## src/sv/astm_fr_pkg.sv

```systemverilog
`timescale 1ns / 1ps
// ----------------------------------------------------------------------------
// ASTM frame receiver package
// Character codes, result kind and error codes, and the result record shared
// by the parser and the output stage.
// ----------------------------------------------------------------------------
package astm_fr_pkg;

    localparam int unsigned MAX_BODY = 240;

    localparam logic [7:0] CH_STX = 8'h02;
    localparam logic [7:0] CH_ETX = 8'h03;
    localparam logic [7:0] CH_EOT = 8'h04;
    localparam logic [7:0] CH_LF  = 8'h0A;
    localparam logic [7:0] CH_CR  = 8'h0D;
    localparam logic [7:0] CH_ETB = 8'h17;

    localparam logic [7:0] CH_ZERO  = 8'h30;
    localparam logic [7:0] CH_SEVEN = 8'h37;
    localparam logic [7:0] CH_NINE  = 8'h39;
    localparam logic [7:0] CH_UC_A  = 8'h41;
    localparam logic [7:0] CH_UC_F  = 8'h46;
    localparam logic [7:0] CH_LC_A  = 8'h61;
    localparam logic [7:0] CH_LC_F  = 8'h66;

    typedef enum logic [1:0] {
        KIND_DATA  = 2'd0,
        KIND_FRAME = 2'd1,
        KIND_ERROR = 2'd2
    } kind_t;

    typedef enum logic [3:0] {
        ERR_NONE      = 4'd0,
        ERR_NO_STX    = 4'd1,
        ERR_BAD_DIGIT = 4'd2,
        ERR_TOO_LONG  = 4'd3,
        ERR_HEX_HI    = 4'd4,
        ERR_HEX_LO    = 4'd5,
        ERR_NO_CR     = 4'd6,
        ERR_NO_LF     = 4'd7,
        ERR_CHECKSUM  = 4'd8
    } err_t;

    typedef struct packed {
        kind_t      kind;
        logic [7:0] data_byte;
        logic [2:0] frame_number;
        logic       intermediate;
        err_t       error_code;
    } result_t;

    typedef struct packed {
        logic       ok;
        logic [3:0] value;
    } hex_t;

    function automatic hex_t hex_decode(input logic [7:0] c);
        hex_t h;
        h.ok    = 1'b1;
        h.value = 4'd0;
        if (c >= CH_ZERO && c <= CH_NINE)
        begin
            h.value = 4'(c - CH_ZERO);
        end
        else if (c >= CH_LC_A && c <= CH_LC_F)
        begin
            h.value = 4'(c - CH_LC_A + 8'd10);
        end
        else if (c >= CH_UC_A && c <= CH_UC_F)
        begin
            h.value = 4'(c - CH_UC_A + 8'd10);
        end
        else
        begin
            h.ok = 1'b0;
        end
        return h;
    endfunction

endpackage

```

## src/sv/astm_frame_receiver_unit.sv

```systemverilog
`timescale 1ns / 1ps
// ----------------------------------------------------------------------------
// ASTM frame receiver
// Takes one character per beat and emits body bytes, frame completion and
// framing errors.
// ----------------------------------------------------------------------------
// A result reaches the master side through the input register and then the
// result register.
// Throughput: one character per cycle; the parser state updates once per
// character and a stalled output only holds characters that produce a result.
// Reset: rst_n clears the phase to idle and all frame state to zero.
module astm_frame_receiver_unit (
    input  logic        clk,
    input  logic        rst_n,
    input  logic        s_axis_tvalid,
    output logic        s_axis_tready,
    input  logic [7:0]  s_axis_tdata,   // [7:0] byte_in
    output logic        m_axis_tvalid,
    input  logic        m_axis_tready,
    output logic [15:0] m_axis_tdata,   // [7:0] data_byte, [10:8] frame_number,
                                        // [11] intermediate, [15:12] error_code
    output logic [1:0]  m_axis_tuser    // [1:0] kind
);
    import astm_fr_pkg::*;

    logic       held_valid;
    logic [7:0] held_byte;
    logic       take;
    logic       emit;
    logic       free;
    result_t    res;
    result_t    out_res;

    // advance when the result, if any, has room downstream
    assign take = held_valid && (free || !emit);

    astm_fr_in_stage u_in (
        .clk        (clk),
        .rst_n      (rst_n),
        .in_valid   (s_axis_tvalid),
        .in_ready   (s_axis_tready),
        .in_byte    (s_axis_tdata),
        .take       (take),
        .held_valid (held_valid),
        .held_byte  (held_byte)
    );

    astm_fr_parser u_parser (
        .clk     (clk),
        .rst_n   (rst_n),
        .go      (take),
        .rx_byte (held_byte),
        .emit    (emit),
        .res     (res)
    );

    astm_fr_out_stage u_out (
        .clk       (clk),
        .rst_n     (rst_n),
        .load      (take && emit),
        .res       (res),
        .free      (free),
        .out_valid (m_axis_tvalid),
        .out_ready (m_axis_tready),
        .out_res   (out_res)
    );

    assign m_axis_tdata = {out_res.error_code, out_res.intermediate,
                           out_res.frame_number, out_res.data_byte};
    assign m_axis_tuser = out_res.kind;

endmodule

```

## src/sv/astm_fr_in_stage.sv

```systemverilog
`timescale 1ns / 1ps
// ----------------------------------------------------------------------------
// ASTM frame receiver input stage
// Registers one received character and holds it until the parser takes it.
// ----------------------------------------------------------------------------
module astm_fr_in_stage (
    input  logic       clk,
    input  logic       rst_n,
    input  logic       in_valid,
    output logic       in_ready,
    input  logic [7:0] in_byte,
    input  logic       take,
    output logic       held_valid,
    output logic [7:0] held_byte
);
    logic       valid_reg;
    logic [7:0] byte_reg;

    assign in_ready   = !valid_reg || take;
    assign held_valid = valid_reg;
    assign held_byte  = byte_reg;

    always_ff @(posedge clk or negedge rst_n)
    begin
        if (!rst_n)
        begin
            valid_reg <= 1'b0;
        end
        else if (in_ready)
        begin
            valid_reg <= in_valid;
        end
    end

    always_ff @(posedge clk)
    begin
        if (in_ready && in_valid)
        begin
            byte_reg <= in_byte;
        end
    end

    // a held beat is only dropped once the parser has consumed it
    assert property (@(posedge clk) disable iff (!rst_n)
        valid_reg && !take |=> valid_reg && $stable(byte_reg))
        else $error("held character lost before use");

    assert property (@(posedge clk) disable iff (!rst_n)
        take |-> valid_reg)
        else $error("parser took an empty input stage");

    assert property (@(posedge clk) disable iff (!rst_n)
        !valid_reg |-> in_ready)
        else $error("empty input stage not ready");

endmodule

```

## src/sv/astm_fr_parser.sv

```systemverilog
`timescale 1ns / 1ps
// ----------------------------------------------------------------------------
// ASTM frame parser
// Frame state machine: tracks the phase, frame digit, checksum and body
// length, and forms at most one result per character.
// ----------------------------------------------------------------------------
module astm_fr_parser (
    input  logic                 clk,
    input  logic                 rst_n,
    input  logic                 go,
    input  logic [7:0]           rx_byte,
    output logic                 emit,
    output astm_fr_pkg::result_t res
);
    import astm_fr_pkg::*;

    typedef enum logic [2:0] {
        PH_IDLE  = 3'd0,
        PH_DIGIT = 3'd1,
        PH_BODY  = 3'd2,
        PH_HEXHI = 3'd3,
        PH_HEXLO = 3'd4,
        PH_CR    = 3'd5,
        PH_LF    = 3'd6
    } phase_t;

    phase_t     phase_reg, phase_next;
    logic [2:0] digit_reg, digit_next;
    logic [7:0] sum_reg, sum_next;
    logic       cr_seen_reg, cr_seen_next;
    logic       etb_reg, etb_next;
    logic [7:0] count_reg, count_next;
    logic [7:0] rsum_reg, rsum_next;
    logic       has_data_reg, has_data_next;
    hex_t       hex;
    logic       is_etb;

    assign hex    = hex_decode(rx_byte);
    assign is_etb = (rx_byte == CH_ETB);

    always_comb
    begin
        phase_next    = phase_reg;
        digit_next    = digit_reg;
        sum_next      = sum_reg;
        cr_seen_next  = cr_seen_reg;
        etb_next      = etb_reg;
        count_next    = count_reg;
        rsum_next     = rsum_reg;
        has_data_next = has_data_reg;
        emit             = 1'b0;
        res.kind         = KIND_ERROR;
        res.data_byte    = 8'd0;
        res.frame_number = digit_reg;
        res.intermediate = 1'b0;
        res.error_code   = ERR_NONE;

        case (phase_reg)
            PH_IDLE:
            begin
                if (rx_byte == CH_STX)
                begin
                    phase_next = PH_DIGIT;
                end
                else if (rx_byte != CH_EOT)
                begin
                    emit             = 1'b1;
                    res.error_code   = ERR_NO_STX;
                    res.frame_number = 3'd0;
                end
            end
            PH_DIGIT:
            begin
                if (rx_byte inside {[CH_ZERO:CH_SEVEN]})
                begin
                    // low three bits of '0'..'7' are the digit itself
                    digit_next    = rx_byte[2:0];
                    sum_next      = rx_byte;
                    cr_seen_next  = 1'b0;
                    etb_next      = 1'b0;
                    count_next    = 8'd0;
                    rsum_next     = 8'd0;
                    has_data_next = 1'b0;
                    phase_next    = PH_BODY;
                end
                else
                begin
                    emit             = 1'b1;
                    res.error_code   = ERR_BAD_DIGIT;
                    res.frame_number = 3'd0;
                    phase_next       = PH_IDLE;
                end
            end
            PH_BODY:
            begin
                if (is_etb || rx_byte == CH_ETX)
                begin
                    etb_next = is_etb;
                    sum_next = sum_reg + rx_byte + (cr_seen_reg ? CH_CR : 8'd0);
                    if (!has_data_reg)
                    begin
                        emit             = 1'b1;
                        res.kind         = KIND_FRAME;
                        res.intermediate = is_etb;
                        phase_next       = PH_IDLE;
                    end
                    else
                    begin
                        phase_next = PH_HEXHI;
                    end
                end
                else if (count_reg >= 8'(MAX_BODY))
                begin
                    emit           = 1'b1;
                    res.error_code = ERR_TOO_LONG;
                    phase_next     = PH_IDLE;
                end
                else
                begin
                    count_next = count_reg + 8'd1;
                    if (rx_byte == CH_CR)
                    begin
                        // drop the CR, remember it for the checksum
                        cr_seen_next = 1'b1;
                    end
                    else
                    begin
                        has_data_next = 1'b1;
                        sum_next      = sum_reg + rx_byte;
                        emit          = 1'b1;
                        res.kind      = KIND_DATA;
                        res.data_byte = rx_byte;
                    end
                end
            end
            PH_HEXHI:
            begin
                if (hex.ok)
                begin
                    rsum_next  = {hex.value, 4'd0};
                    phase_next = PH_HEXLO;
                end
                else
                begin
                    emit           = 1'b1;
                    res.error_code = ERR_HEX_HI;
                    phase_next     = PH_IDLE;
                end
            end
            PH_HEXLO:
            begin
                if (hex.ok)
                begin
                    rsum_next  = {rsum_reg[7:4], hex.value};
                    phase_next = PH_CR;
                end
                else
                begin
                    emit           = 1'b1;
                    res.error_code = ERR_HEX_LO;
                    phase_next     = PH_IDLE;
                end
            end
            PH_CR:
            begin
                if (rx_byte == CH_CR)
                begin
                    phase_next = PH_LF;
                end
                else
                begin
                    emit           = 1'b1;
                    res.error_code = ERR_NO_CR;
                    phase_next     = PH_IDLE;
                end
            end
            PH_LF:
            begin
                emit       = 1'b1;
                phase_next = PH_IDLE;
                if (rx_byte != CH_LF)
                begin
                    res.error_code = ERR_NO_LF;
                end
                else if (rsum_reg != sum_reg)
                begin
                    res.error_code = ERR_CHECKSUM;
                end
                else
                begin
                    res.kind         = KIND_FRAME;
                    res.intermediate = etb_reg;
                end
            end
            default:
            begin
                phase_next = PH_IDLE;
            end
        endcase
    end

    always_ff @(posedge clk or negedge rst_n)
    begin
        if (!rst_n)
        begin
            phase_reg    <= PH_IDLE;
            digit_reg    <= 3'd0;
            sum_reg      <= 8'd0;
            cr_seen_reg  <= 1'b0;
            etb_reg      <= 1'b0;
            count_reg    <= 8'd0;
            rsum_reg     <= 8'd0;
            has_data_reg <= 1'b0;
        end
        else if (go)
        begin
            phase_reg    <= phase_next;
            digit_reg    <= digit_next;
            sum_reg      <= sum_next;
            cr_seen_reg  <= cr_seen_next;
            etb_reg      <= etb_next;
            count_reg    <= count_next;
            rsum_reg     <= rsum_next;
            has_data_reg <= has_data_next;
        end
    end

    assert property (@(posedge clk) disable iff (!rst_n)
        go && emit && res.kind == KIND_ERROR |=> phase_reg == PH_IDLE)
        else $error("error result did not return to idle");

    assert property (@(posedge clk) disable iff (!rst_n)
        count_reg <= 8'(MAX_BODY))
        else $error("body count beyond limit");

    assert property (@(posedge clk) disable iff (!rst_n)
        go && emit && res.kind == KIND_DATA |=> has_data_reg && phase_reg == PH_BODY)
        else $error("data beat without body state");

    assert property (@(posedge clk) disable iff (!rst_n)
        emit && (res.error_code == ERR_NO_STX || res.error_code == ERR_BAD_DIGIT)
        |-> res.frame_number == 3'd0)
        else $error("frame number set on framing error");

endmodule

```

## src/sv/astm_fr_out_stage.sv

```systemverilog
`timescale 1ns / 1ps
// ----------------------------------------------------------------------------
// ASTM frame receiver output stage
// Result register on the master side; loads a new result whenever it is
// empty or its current beat is taken in the same cycle.
// ----------------------------------------------------------------------------
module astm_fr_out_stage (
    input  logic                 clk,
    input  logic                 rst_n,
    input  logic                 load,
    input  astm_fr_pkg::result_t res,
    output logic                 free,
    output logic                 out_valid,
    input  logic                 out_ready,
    output astm_fr_pkg::result_t out_res
);
    import astm_fr_pkg::*;

    logic    valid_reg;
    result_t res_reg;

    assign free      = !valid_reg || out_ready;
    assign out_valid = valid_reg;
    assign out_res   = res_reg;

    always_ff @(posedge clk or negedge rst_n)
    begin
        if (!rst_n)
        begin
            valid_reg <= 1'b0;
        end
        else if (free)
        begin
            valid_reg <= load;
        end
    end

    always_ff @(posedge clk)
    begin
        if (load && free)
        begin
            res_reg <= res;
        end
    end

    assert property (@(posedge clk) disable iff (!rst_n)
        load |-> free)
        else $error("result loaded over a pending beat");

    assert property (@(posedge clk) disable iff (!rst_n)
        valid_reg && !out_ready |=> valid_reg && $stable(res_reg))
        else $error("pending result changed");

    assert property (@(posedge clk) disable iff (!rst_n)
        valid_reg && res_reg.kind != KIND_DATA |-> res_reg.data_byte == 8'd0)
        else $error("data byte set on non-data result");

endmodule

```

## config.mk

```make
export PLATFORM = sky130hd
export DESIGN_NAME = astm_frame_receiver_unit
export DESIGN_NICKNAME = d
export VERILOG_FILES = /design/src/sv/astm_fr_pkg.sv /design/src/sv/astm_frame_receiver_unit.sv /design/src/sv/astm_fr_in_stage.sv /design/src/sv/astm_fr_parser.sv /design/src/sv/astm_fr_out_stage.sv
export SDC_FILE = /design/constraint.sdc
export NUM_CORES = 1
export LEC_CHECK = 0
export ABC_AREA = 0
export BUFFER_PORTS_ARGS = -buffer_cell sky130_fd_sc_hd__buf_2
export CAP_MARGIN = 20
export CORE_MARGIN = 1
export CORE_UTILIZATION = 33
export DETAILED_ROUTE_END_ITERATION = 8
export GPL_TIMING_DRIVEN = 0
export PLACE_DENSITY_LB_ADDON = 0.15
export SLEW_MARGIN = 40
export SYNTH_ARGS = -nofsm -noshare
export SYNTH_HDL_FRONTEND = slang
export SYNTH_SLANG_ARGS = --single-unit
```

## constraint.sdc

```tcl
create_clock -name clk -period 4.45 [get_ports clk]
set_clock_uncertainty 0.1 [all_clocks]
set_input_delay 0.445 -clock clk [delete_from_list [all_inputs] [get_ports clk]]
set_output_delay 0.445 -clock clk [all_outputs]
set_load 0.05 [all_outputs]
```

-- Yosys cells after proc, flatten, opt, wreduce, memory -nomap -nowiden
Index checks and enable logic that the tools add are counted.
- memories kept: 0
- output and inout bits: 20
- word-level logic and storage cells: 165
- flip-flop bits (word level): 61
- memory bits (read-only): 0
- latch bits: 0
- RAM bits: 0
- input bits: 12
- div/mod/pow operators: 0
- reduce and logical (&&, ||, !) cells: 30
- equality and inequality tests: 25
- bitwise gates (word level): 2
- add/subtract/negate cells: 8
- shift-type cells: 0
- multiply operators: 0
- mux-type cells: 75
- magnitude comparators: 8
- operators by type and width (kind ; number):
    2-to-1 mux 8 bit ; 8
    2-to-1 mux 3 bit ; 12
    2-to-1 mux 4 bit ; 9
    one-hot mux 8 bit (2 select lines) ; 2
    one-hot mux 4 bit (7 select lines) ; 1
    2-to-1 mux 1 bit ; 24
    one-hot mux 8 bit (3 select lines) ; 1
    2-to-1 mux 10 bit ; 2
    AND reduction 5 bit ; 4
    one-hot mux 3 bit (6 select lines) ; 1
    adder 8 bit ; 2
    equality test 8 x 2 -> 1 bit, second input constant ; 2
    >= comparator 8 x 7 -> 1 bit, second input constant ; 2
    <= comparator 8 x 6 -> 1 bit, second input constant ; 2
    <= comparator 8 x 7 -> 1 bit, second input constant ; 2
    2-to-1 mux 2 bit ; 8
    inequality test 2 x 1 -> 1 bit, second input constant ; 6
    AND reduction 6 bit ; 2
    subtractor 4 x 1 -> 4 bit, second input constant ; 3
    equality test 3 bit, second input constant ; 3
    adder 4 bit, second input constant ; 2
    adder 8 x 1 -> 8 bit, second input constant ; 1
    equality test 8 x 4 -> 1 bit, second input constant ; 1
    equality test 8 x 5 -> 1 bit, second input constant ; 1
    25 further kinds ; 47

-- Longest topological paths before layout
Gate-level depths: netlist (run 1).
- depth after elaboration: 12
- depth in mapped cells: 12
- gate-level depth less buffers: 12

-- Hierarchy
From an unflattened synthesis (run 1), not the netlist that was laid out.
- cell total of the unflattened synthesis: 352
- area, all modules: 3631.0 um2
- by module, submodules not included (module ; cells each ; times used ; seq. area each (um2) ; area an instance (um2)):
    astm_fr_parser ; 315 ; 1 ; 825.8 ; 2723.9
    astm_fr_out_stage ; 22 ; 1 ; 565.5 ; 594.3
    astm_fr_in_stage ; 12 ; 1 ; 265.3 ; 294.0
    astm_frame_receiver_unit ; 3 ; 1 ; 0.0 ; 18.8

-- Least setup slack after synthesis (run 1)
No wires, ideal clock.
- path kind: reg-to-reg
- from: register u_in.byte_reg[1], in the netlist u_in.held_byte[1]
- to: register u_out.res_reg, in the netlist u_out.out_res[0], enable pin
- arrival: 2.692 ns
- setup slack: 1.281 ns
- cell stages (with the launch flop): 9
- period minus slack after synthesis: 3.169 ns
- buffers on the path: 0
- data required time: 3.973 ns
- library setup time: 0.377 ns
- path through: edfxtp_1 > inv_1 > ha_1 > o21bai_4 > a2111oi_4 > a221oi_2 > o41a_1 > nor2_2 > and2_1
- longest elaborated chain between the ends: 12
- elaborated cells between the ends (all ways): 33
- classes of those cells: 7 x order compare; 5 x eq/ne; 11 x mux; 10 x reduce/logical
- RTL lines (element ; line ; text):
    start, declared ; astm_fr_in_stage.sv:17 ; logic [7:0] byte_reg;
    start signal, assigned ; astm_fr_in_stage.sv:39 ; byte_reg <= in_byte;
    >= comparator 8 x 7 -> 1 bit or <= comparator 8 x 7 -> 1 bit (tied branches) ; astm_fr_pkg.sv:69 ; else if (c >= CH_UC_A && c <= CH_UC_F)
    logical AND 1 bit ; astm_fr_pkg.sv:69 ;
    2-to-1 mux 1 bit ; astm_fr_pkg.sv:69 ;
    2-to-1 mux 1 bit ; astm_fr_pkg.sv:65 ; else if (c >= CH_LC_A && c <= CH_LC_F)
    2-to-1 mux 1 bit ; astm_fr_pkg.sv:61 ; if (c >= CH_ZERO && c <= CH_NINE)
    2-to-1 mux 1 bit ; astm_fr_parser.sv:138, astm_fr_parser.sv:152 ;
    one-hot mux 1 bit (6 select lines) (*) ; astm_fr_parser.sv:58 ; case (phase_reg)
    logical NOT 1 bit ; astm_frame_receiver_unit.sv:35 ; assign take = held_valid && (free || !emit);
    logical OR 1 bit ; astm_frame_receiver_unit.sv:35 ;
    logical AND 1 bit ; astm_frame_receiver_unit.sv:35 ;
    logical AND 1 bit (*) ; astm_frame_receiver_unit.sv:60 ; .load (take && emit),
    logical AND 1 bit (*) ; astm_fr_out_stage.sv:40 ; if (load && free)
    end signal, assigned ; astm_fr_out_stage.sv:42 ; res_reg <= res;
    end, declared ; astm_fr_out_stage.sv:20 ; result_t res_reg;
Mark *: on every way between the ends. The rest lies on a longest branch, timed or not.
A chain may end at the register's enable or synchronous reset.

-- Worst setup path after layout (run 1)
- from: register u_in.byte_reg[0], in the netlist u_in.held_byte[0]
- to: output s_axis_tready
- longest elaborated chain between the ends: 11
- elaborated cells between the ends (all ways): 32
- classes of those cells: 7 x order compare; 5 x eq/ne; 11 x mux; 9 x reduce/logical
- RTL lines (element ; line ; text):
    >= comparator 8 x 7 -> 1 bit or <= comparator 8 x 7 -> 1 bit (tied branches) ; astm_fr_pkg.sv:69 ;
    logical AND 1 bit ; astm_fr_pkg.sv:69 ;
    2-to-1 mux 1 bit ; astm_fr_pkg.sv:69 ;
    2-to-1 mux 1 bit ; astm_fr_pkg.sv:65 ;
    2-to-1 mux 1 bit ; astm_fr_pkg.sv:61 ;
    2-to-1 mux 1 bit ; astm_fr_parser.sv:138, astm_fr_parser.sv:152 ;
    one-hot mux 1 bit (6 select lines) (*) ; astm_fr_parser.sv:58 ;
    logical NOT 1 bit (*) ; astm_frame_receiver_unit.sv:35 ;
    logical OR 1 bit (*) ; astm_frame_receiver_unit.sv:35 ;
    logical AND 1 bit (*) ; astm_frame_receiver_unit.sv:35 ;
    logical OR 1 bit (*) ; astm_fr_in_stage.sv:19 ; assign in_ready = !valid_reg || take;
    end, declared ; astm_frame_receiver_unit.sv:16 ; output logic s_axis_tready,
Marks and branches as above.

==> results of run 1 <==
## power by group through the flow
stage | clock [W] | combinational (W) | sequential, W
floorplan | 0 | 0.000866 | 0.00119
global placement | 0 | 0.00144 | 0.000949
detailed placement | 0 | 0.00145 | 0.000950
CTS | 0.000742 | 0.00146 | 0.000941
global route | 0.000764 | 0.00160 | 0.000963
finish | 0.000727 | 0.00146 | 0.000937
## cells in the final DEF (no fill, tap or decap), types with 6 or more instances in the layout
cell type / count
a21oi_1: 19
and2_1: 10
and3_1: 8
buf_2: 31
clkbuf_1: 11
clkbuf_16: 9
dfrtp_1: 35
edfxtp_1: 26
ha_1: 17
inv_1: 7
mux2_2: 11
nand2_1: 29
nand2b_1: 7
nand3_1: 19
nor2_1: 22
nor2b_1: 9
nor3_1: 8
nor4_1: 7
o21ai_0: 18
o2bb2ai_1: 7
o31ai_1: 6
xnor2_1: 18
## synthesized netlist by cell type, drive strengths merged (8+ instances only)
master   n
and3     8
clkbuf  10
nor2b    9
dfrtp   35
ha      17
xnor2   18
nor2    24
nand2   29
o21ai   20
nand3   20
mux2    11
nor3     9
a21oi   19
and2    11
edfxtp  26
## final cells by class
cell class / count / area share [%]
inverters: 8 / 0.6849
clock buffers: 10 / 5.223
clock inverters: 6 / 1.769
plain buffers: 16 / 1.912
repair buffers: 32 / 3.824
well taps: 140 / 3.995
multi-input cells: 284 / 44.81
flip-flops and latches: 61 / 37.79
## how the worst max path moves through the flow
stage / start / end / cells after the start
finish: u_in.held_byte[0]$_DFFE_PP_ / s_axis_tready / 10
global route: u_in.held_byte[0]$_DFFE_PP_ / s_axis_tready / 10
CTS: u_in.held_byte[0]$_DFFE_PP_ / u_out.out_res[8]$_SDFFCE_PP0P_ / 8
detailed placement: u_in.held_byte[0]$_DFFE_PP_ / u_out.out_res[15]$_SDFFCE_PP0P_ / 8
global placement: u_in.held_byte[0]$_DFFE_PP_ / u_out.out_res[12]$_SDFFCE_PP0P_ / 8
floorplan: u_in.held_byte[1]$_DFFE_PP_ / u_out.out_res[0]$_DFFE_PP_ / 8
## worst reg2reg max path, cell delays in order, from the launching register on
cell and delay, ns:
edfxtp_1 0.63, inv_1 0.19, ha_1 0.28, nor3b_1 0.15, nor4_1 0.55, a221oi_2 0.23, nor4_1 0.26, o21ai_0 0.15
and3_1 0.23, nor2b_1 0.64
## cells by family (layout without fill, tap and decap cells)
group	Yosys count	count (layout)	share of synthesized area [%]
flip-flops	61	61	44.37
AND/OR/NAND/NOR	140	140	19.67
adder cells (fa/ha/maj)	18	18	6.233
XOR/XNOR	21	21	4.926
buffers and inverters	24	72	3.050
AO/OA/AOI/OAI	89	89	17.09
multiplexers	16	16	4.658
## metal layers
metal | GRT usage, % | vias up | share of wire (%)
met4 | 6.660 | 0 | 1.9
met2 | 28.75 | 90 | 47
met5 | 0 | - | 0
met1 | 22.98 | 1432 | 46
li1 | - | 1462 | -
met3 | 3.376 | 17 | 5.1
## repair_timing
action | 4_1_cts | 5_1_grt
gates resized for setup | 0 | 0
hold buffers | 1 | 0
hold endpoints to repair | 1 | 0
## through the flow
stage	cell area, sq um	total power, W	cells
after global placement	4064	0.002386	540
after global routing	4384	0.003323	557
after detailed placement	4066	0.002401	540
after CTS	4383	0.003142	557
after floorplan	3734	0.002060	369
final	4384	0.003122	557
==> flow_metrics.tcl, run 1 <==
set metrics [dict create \
    synth_fp_nets 399 \
    r2r_end "u_in.held_byte[1]$_DFFE_PP_" \
    globalplace.congestion 0.9136 \
    final-setup-viol-count 0 \
    start_kind "register" \
    fmax_mhz 259.8 \
    die_area_sq_um 11740 \
    grt.total_usage_pct 17.59 \
    rsz0062_at_grt "false" \
    clk_path_buf_depth 2 \
    worst_slew_pin_slew_ns 0.8204 \
    p_int_w 0.001805 \
    fin_crit_sh_pct 86.48 \
    hold_class "input port to register" \
    crit_family "simple AND/OR/NAND/NOR gates" \
    pwr-share-seq_pct 30.0 \
    num_rows 38 \
    pre_cts_slack_ns 0.5694 \
    synth_top_area_share_pct 23.46 \
    end_kind "output port" \
    crit_slowest_cell "edfxtp_1" \
    min_from "s_axis_tdata[4]" \
    worst-setup-path-type "register to output port" \
    max_stage_delay_ns 0.63 \
    first_iter_violations 191 \
    status "finished, final reports clean" \
    cts_buffers 9 \
    route.detailed.drc 0 \
    vias 3001 \
    synth_area_leaders "dfrtp_1 23%, edfxtp_1 21%, ha_1 5.7%, xnor2_1 4.2%, mux2_2 3.3%" \
    power_density_nw_per_um2 712.0 \
    combPwrFrac_pct 46.7 \
    multi_input_area_sq_um 1964 \
    cp_num_buf_inv 3 \
    drv_slew 0 \
    critPathArrivalTime_ns 3.30 \
    wl_per_cell_um 17.08 \
    slew_headroom_pct 45.19 \
    syn_area_sq_um 3734 \
    nFillCells 1086 \
    overflow 0 \
    cts_tree "yes" \
    r2r_slack_ns 0.66 \
    wirelength_um 9511 \
    grt_pass1_wl_um 15350 \
    p_leak_nw 1.758 \
    dp.final_hpwl_um 7124 \
    ir_worst_vdd_mv 0.3109 \
    cts_root_buf "clkbuf_16" \
    worstPathCellList "inv_1 -> ha_1 -> nor3b_1 -> nor4_1 -> a221oi_2 -> nor4_1 -> o21ai_0 -> and3_1 -> inv_1 -> buf_2" \
    async_flop_share_pct 57.38 \
    drive_above_1_share_pct 17.99 \
    whs_ns 0.1894 \
    pin_count 32 \
    synth_edf_count 26 \
    largest_reg_flops 18 \
    syn_to_final_growth_pct 17.43 \
    utilization_pct 40.09 \
    hold_viol 0 \
    regArea_sq_um 1657 \
    r2r-start "u_in.held_byte[0]$_DFFE_PP_" \
    synth_top_cell_by_area "dfrtp_1" \
    worstHoldEndpoint "u_in.held_byte[4]$_DFFE_PP_" \
    grt_max_degree 36 \
    worstRegToRegCells 9 \
    port_buffers 31 \
    worst-path-max-fanout 9 \
    ys_types 60 \
    cp.required_ns 3.90 \
    max_cap_violations 0 \
    synth_flop_cell "dfrtp_1" \
    die_h_um 108.4 \
    clk_pin_slew_worst_paths_ns 0.05 \
    nNetsFinal 442 \
    fin_crit_ns 3.848 \
    postCtsSetupRepairBufs 0 \
    first_pass_iters 5 \
    switchingPower_w 0.001317 \
    switching_share_pct 42.18 \
    tns_ns 0 \
    avgSynthCellArea_sq_um 10.12 \
    h-tree-depth 3 \
    clk_latency_ns 0.33 \
    antenna_found_initial 0 \
    yosysWarnings 0 \
    ys_ff_latch 61 \
    ys_seq_area_share_pct 44.37 \
    die_w_um 108.4 \
    core_sq_um 10940 \
    hold_depth 1 \
    vias_per_cell 5.388 \
    clkPwrFrac_pct 23.3 \
    postRouteAntennaNets 0 \
    start_util_pct 34.14 \
    syn_inst 369 \
    timing.final.ws_setup_ns 0.6016 \
    cts.sinks 61 \
    grt_pass1_vias 2928 \
    n_antenna_cell 0 \
]
Power figures use the tool's default switching activity.
==> run 2: changes to the inputs <==
==> constraint.sdc (replaced) <==
create_clock -name clk -period 3.7 [get_ports clk]
set_clock_uncertainty 0.1 [all_clocks]
set_input_delay 0.37 -clock clk [delete_from_list [all_inputs] [get_ports clk]]
set_output_delay 0.37 -clock clk [all_outputs]
set_load 0.05 [all_outputs]
==> run 2 against run 1 <==
Effect of this change:
- non-clock buffer count increased by 6
- combinational power increased by 21%
- register-to-register slack got worse by 0.37 ns
- cell count increased by 1.1%
- highest routed layer unchanged
- largest power group unchanged
- first-iteration DRC count increased by 2.6%
- sequential cell count unchanged
- worst hold slack got worse by 0.074 ns
- clock power increased by 20%
- global-route usage unchanged
==> flow_metrics.tcl, run 2 (synthesized netlist as in run 1, its figures left out) <==
set metrics [dict create \
    syn_to_final_growth_pct 18.87 \
    dp.final_hpwl_um 7124 \
    n_antenna_cell 0 \
    first_pass_iters 5 \
    dp_cells 540 \
    combPwrFrac_pct 46.9 \
    cts.sinks 61 \
    crit_family "simple AND/OR/NAND/NOR gates" \
    core_sq_um 10940 \
    cts_buffers 9 \
    clkPwrFrac_pct 23.2 \
    layout_commonest_cell "dfrtp_1" \
    grt_pass1_vias 2932 \
    antenna_found_initial 0 \
    vias_per_cell 5.321 \
    overflow 0 \
    wl_per_cell_um 17.06 \
    drv_slew 0 \
    postRouteAntennaNets 0 \
    h-tree-depth 3 \
    max_stage_delay_ns 0.59 \
    route.detailed.drc 0 \
    hold_class "input port to register" \
    clk_latency_ns 0.33 \
    p_leak_nw 1.790 \
    worst-path-max-fanout 10 \
    cts_tree "yes" \
    fmax_mhz 292.1 \
    stdcell_count 563 \
    cts_root_buf "clkbuf_16" \
    grt_pass1_wl_um 15370 \
    end_kind "output port" \
    drive_above_1_share_pct 19.62 \
    cp_num_buf_inv 3 \
    crit_path_frequent_cell "inv_1" \
    worstSetupPathDepth 10 \
    start_util_pct 34.14 \
    clk_path_buf_depth 2 \
    max_cap_violations 0 \
    die_area_sq_um 11740 \
    first_iter_violations 196 \
    critPathArrivalTime_ns 2.95 \
    pwr-share-seq_pct 29.8 \
    hold_depth 1 \
    final-setup-viol-count 0 \
    clk_pin_slew_worst_paths_ns 0.05 \
    hold_viol 0 \
    grt_max_degree 36 \
    worstPathCellList "inv_1 -> ha_1 -> nor3b_1 -> nor4_2 -> a221oi_2 -> nor4_1 -> o21ai_0 -> and3_1 -> inv_1 -> buf_2" \
    worstRegToRegCells 9 \
    fin_crit_ns 3.424 \
    power_density_nw_per_um2 847.5 \
    vias 2996 \
    ir_worst_vdd_mv 0.3736 \
    slew_headroom_pct 51.79 \
    cp.required_ns 3.23 \
    worst_slew_pin_slew_ns 0.7232 \
    switching_share_pct 42.11 \
    worst-setup-path-type "register to output port" \
    fin_crit_sh_pct 92.54 \
    crit_slowest_cell "edfxtp_1" \
    port_buffers 31 \
    start_kind "register" \
    num_rows 38 \
    die_h_um 108.4 \
    status "finished, final reports clean" \
    p_int_w 0.002177 \
    globalplace.congestion 0.9136 \
    nNetsFinal 448 \
    pin_count 32 \
    largest_reg_flops 18 \
    final_cell_mix "35 x dfrtp_1, 31 x buf_2, 29 x nand2_1" \
    switchingPower_w 0.001584 \
    rsz0062_at_grt "false" \
    die_w_um 108.4 \
    grt.total_usage_pct 17.59 \
    wirelength_um 9607 \
    whs_ns 0.1159 \
]
==> run 2: cell types whose count changed in the layout (fill, tap and decap cells not counted), sizes merged <==
cell	before	now
buf	37	43
==> run 2: metrics by stage <==
step | utilization [%] | worst slack, ns | area [sq um] | setup TNS, ns | power, W
after floorplan | - | 0.5312 | 3734 | 0 | 0.002477
after global placement | 37.16 | -0.1329 | 4064 | -2.669 | 0.002870
after detailed placement | 37.19 | -0.1806 | 4066 | -4.016 | 0.002888
after CTS | 40.17 | 0.1094 | 4393 | 0 | 0.003780
after global routing | 40.58 | 0.06969 | 4438 | 0 | 0.004005
final | 40.58 | 0.2762 | 4438 | 0 | 0.003761
==> run 2: path summary, 6_finish.rpt <==
kind | from | endpoint | slack [ns]
setup / recovery | u_in.held_byte[1]$_DFFE_PP_ | s_axis_tready | 0.28
max in group asynchronous | rst_n | u_parser.sum_reg[3]$_DFFE_PN0P_ | 2.68
min in group asynchronous | rst_n | u_parser.digit_reg[1]$_DFFE_PN0P_ | 0.45
hold / removal | s_axis_tdata[4] | u_in.held_byte[4]$_DFFE_PP_ | 0.12
hold reg to reg | u_parser.digit_reg[2]$_DFFE_PN0P_ | u_parser.digit_reg[2]$_DFFE_PN0P_ | 0.40
setup reg to reg | u_in.held_byte[1]$_DFFE_PP_ | u_parser.sum_reg[1]$_DFFE_PN0P_ | 0.29
==> run 2: worst reg2reg max path, stage by stage (launching register included) <==
cell and delay, ns:
edfxtp_1 0.59, inv_1 0.17, ha_1 0.26, nor3b_1 0.16
nor4_2 0.35, a221oi_2 0.19, o41ai_2 0.37, nand3_1 0.40
nor2_4 0.34, mux2_2 0.37
==> run 2: layout make-up <==
type,count,area (sq um)
fill,1082,6497
multi-input combinational,284,1973
sequential,61,1657
clock buffer,10,229.0
timing repair buffer,38,212.7
tap,140,175.2
buffer,16,83.83
clock inverter,6,77.57
inverter,8,30.03
==> run 2: routing by layer <==
metal  global-route usage, %  vias to the layer above  wire length, um
met5                       0                        -                0
met2                   28.71                       84             4540
met3                   3.255                       17              466
li1                        -                     1475                -
met1                   23.01                     1420             4417
met4                   6.853                        0              183
==> run 2: what timing repair did <==
item	in CTS	in global routing
pin swaps	0	1
buffers inserted	0	6
hold buffers	1	0
hold endpoints to repair	35	0
resized for setup	3	0
endpoints found under the setup margin	35	8
==> run 2: power by group through the flow <==
stage / combinational [W] / clock (W) / sequential [W]
detailed placement: 0.00174 / 0 / 0.00114
floorplan: 0.00104 / 0 / 0.00144
CTS: 0.00176 / 0.000892 / 0.00113
global placement: 0.00173 / 0 / 0.00114
finish: 0.00176 / 0.000874 / 0.00112
global route: 0.00193 / 0.000918 / 0.00115
==> run 3: changes to the inputs <==
--- a/config.mk
+++ b/config.mk
@@ -9,7 +9,7 @@
 export BUFFER_PORTS_ARGS = -buffer_cell sky130_fd_sc_hd__buf_2
 export CAP_MARGIN = 20
 export CORE_MARGIN = 1
-export CORE_UTILIZATION = 33
+export CORE_UTILIZATION = 59
 export DETAILED_ROUTE_END_ITERATION = 8
 export GPL_TIMING_DRIVEN = 0
 export PLACE_DENSITY_LB_ADDON = 0.15
==> run 3 against run 2 <==
Effect of this change:
- clock-buffer cell count stayed put
- clock power down 27%
- first-iteration DRC count rose by 46%
- core utilization is 30 points higher
- via count grew 3.4%
- combinational power barely moved
- global-route usage increased by 13 points
==> flow_metrics.tcl, run 3 (synthesized netlist as in run 1, its figures left out) <==
set metrics [dict create \
    vias 3098 \
    worst-path-max-fanout 9 \
    syn_to_final_growth_pct 13.51 \
    n_antenna_cell 0 \
    port_buffers 31 \
    route.detailed.drc 0 \
    dp.final_hpwl_um 6604 \
    drive_above_1_share_pct 19.00 \
    wirelength_um 9180 \
    dp_cells 475 \
    fmax_mhz 282.8 \
    vias_per_cell 6.246 \
    pin_count 32 \
    layout_commonest_cell "dfrtp_1" \
    hold_viol 0 \
    final-setup-viol-count 0 \
    die_w_um 81.55 \
    drv_slew 0 \
    die_area_sq_um 6650 \
    status "finished, final reports clean" \
    total_power_w 0.003509 \
    worstPathCellList "inv_1 -> ha_1 -> nor3b_1 -> nor4_2 -> a221oi_2 -> nor4_1 -> o21ai_0 -> and3_1 -> inv_1 -> buf_2" \
    rsz0062_at_grt "false" \
    cts_buffers 9 \
    globalplace.congestion 0.9275 \
    start_kind "register" \
    cts_tree "yes" \
    wl_per_cell_um 18.51 \
    postRouteAntennaNets 0 \
    grt.total_usage_pct 30.14 \
    h-tree-depth 3 \
    ir_worst_vdd_mv 0.4932 \
    cp.required_ns 3.23 \
    stdcell_count 496 \
    num_rows 28 \
    worst_slew_pin_slew_ns 0.7825 \
    fin_crit_sh_pct 95.55 \
    hold_class "input port to register" \
    max_cap_violations 0 \
    fin_crit_ns 3.536 \
    timing.final.ws_setup_ns 0.1645 \
    largest_reg_flops 18 \
    first_pass_iters 5 \
    tns_ns 0 \
    grt_pass1_wl_um 14550 \
    clk_path_buf_depth 2 \
    overflow 0 \
    final_cell_mix "35 x dfrtp_1, 31 x buf_2, 29 x nand2_1" \
    p_leak_nw 1.732 \
    crit_path_frequent_cell "inv_1" \
    antenna_found_initial 0 \
    die_h_um 81.55 \
    max_stage_delay_ns 0.62 \
    pre_cts_slack_ns -0.1228 \
    crit_slowest_cell "edfxtp_1" \
    first_iter_violations 286 \
    grt_max_degree 36 \
    grt_pass1_vias 2887 \
    start_util_pct 61.96 \
    end_kind "output port" \
    cts_root_buf "clkbuf_8" \
    power_density_nw_per_um2 828.1 \
    critPathArrivalTime_ns 3.07 \
    clk_latency_ns 0.35 \
    core_sq_um 6026 \
    clk_pin_slew_worst_paths_ns 0.07 \
    slew_headroom_pct 47.72 \
    cts.sinks 61 \
    worst-setup-path-type "register to output port" \
    nNetsFinal 446 \
    utilization_pct 70.33 \
    r2r_slack_ns 0.19 \
]
run 3: worst max-delay path, delay by kind of cell, from the launching register on:
family	cells	cell delay [ns]
AND/OR/NAND/NOR	4	1.00
flip-flops	1	0.62
buffers and inverters	3	0.48
AO/OA/AOI/OAI	2	0.32
adder cells (fa/ha/maj)	1	0.29
run 3: routing by layer:
metal  GRT usage, %  part of all wire (%)  vias to the layer above
met2          47.08                    46                      141
met1          40.66                    44                     1468
met3          8.111                   7.4                       20
met4          9.464                   2.1                        0
li1               -                     -                     1469
met5              0                     0                        -
run 3: metrics by stage:
step | instance area [sq um] | hold WS (ns)
2_1_floorplan | 3734 | -0.02559
3_3_place_gp | 3983 | 0.3770
3_5_place_dp | 3983 | 0.3857
4_1_cts | 4195 | 0.02654
5_1_grt | 4238 | 0.08018
6_report | 4238 | 0.09532
run 3: area by class of cell:
cell class / count / area (sq um)
Multi-Input combinational cell: 284 / 1971
Fill cell: 445 / 1788
Sequential cell: 61 / 1657
Timing Repair Buffer: 36 / 197.7
Clock buffer: 10 / 127.6
Tap cell: 75 / 93.84
Buffer: 16 / 83.83
Clock inverter: 6 / 77.57
Inverter: 8 / 30.03
run 3: path summary, 6_finish.rpt:
| path | start | end | cells past startpoint |
|---|---|---|---|
| max | u_in.held_byte[0]$_DFFE_PP_ | s_axis_tready | 10 |
| min | s_axis_tdata[4] | u_in.held_byte[4]$_DFFE_PP_ | 1 |
| max reg2reg | u_in.held_byte[0]$_DFFE_PP_ | u_in.held_byte[0]$_DFFE_PP_ | 9 |
| min reg2reg | u_parser.etb_reg$_DFFE_PN0P_ | u_parser.etb_reg$_DFFE_PN0P_ | 1 |
| max in group asynchronous | rst_n | u_parser.rsum_reg[1]$_DFFE_PN0P_ | 2 |
| min in group asynchronous | rst_n | u_out.out_valid$_DFFE_PN0P_ | 2 |
run 3: repair_timing:
action                     CTS  global route
setup endpoints to repair   28            34
hold buffers                 0             1
pin swaps                    0             1
hold endpoints to repair     0            35
buffers inserted             0             4
gates resized for setup      2             0
run 3: report_power, final:
| group | internal (W) | leakage [nW] | switching, W | total, W |
|---|---|---|---|---|
| logic | 0.000615 | 0.924 | 0.00113 | 0.00175 |
| clock network | 0.000372 | 0.105 | 0.000262 | 0.000634 |
| registers | 0.000977 | 0.703 | 0.000150 | 0.00113 |
| total | 0.00196 | 1.73 | 0.00154 | 0.00351 |
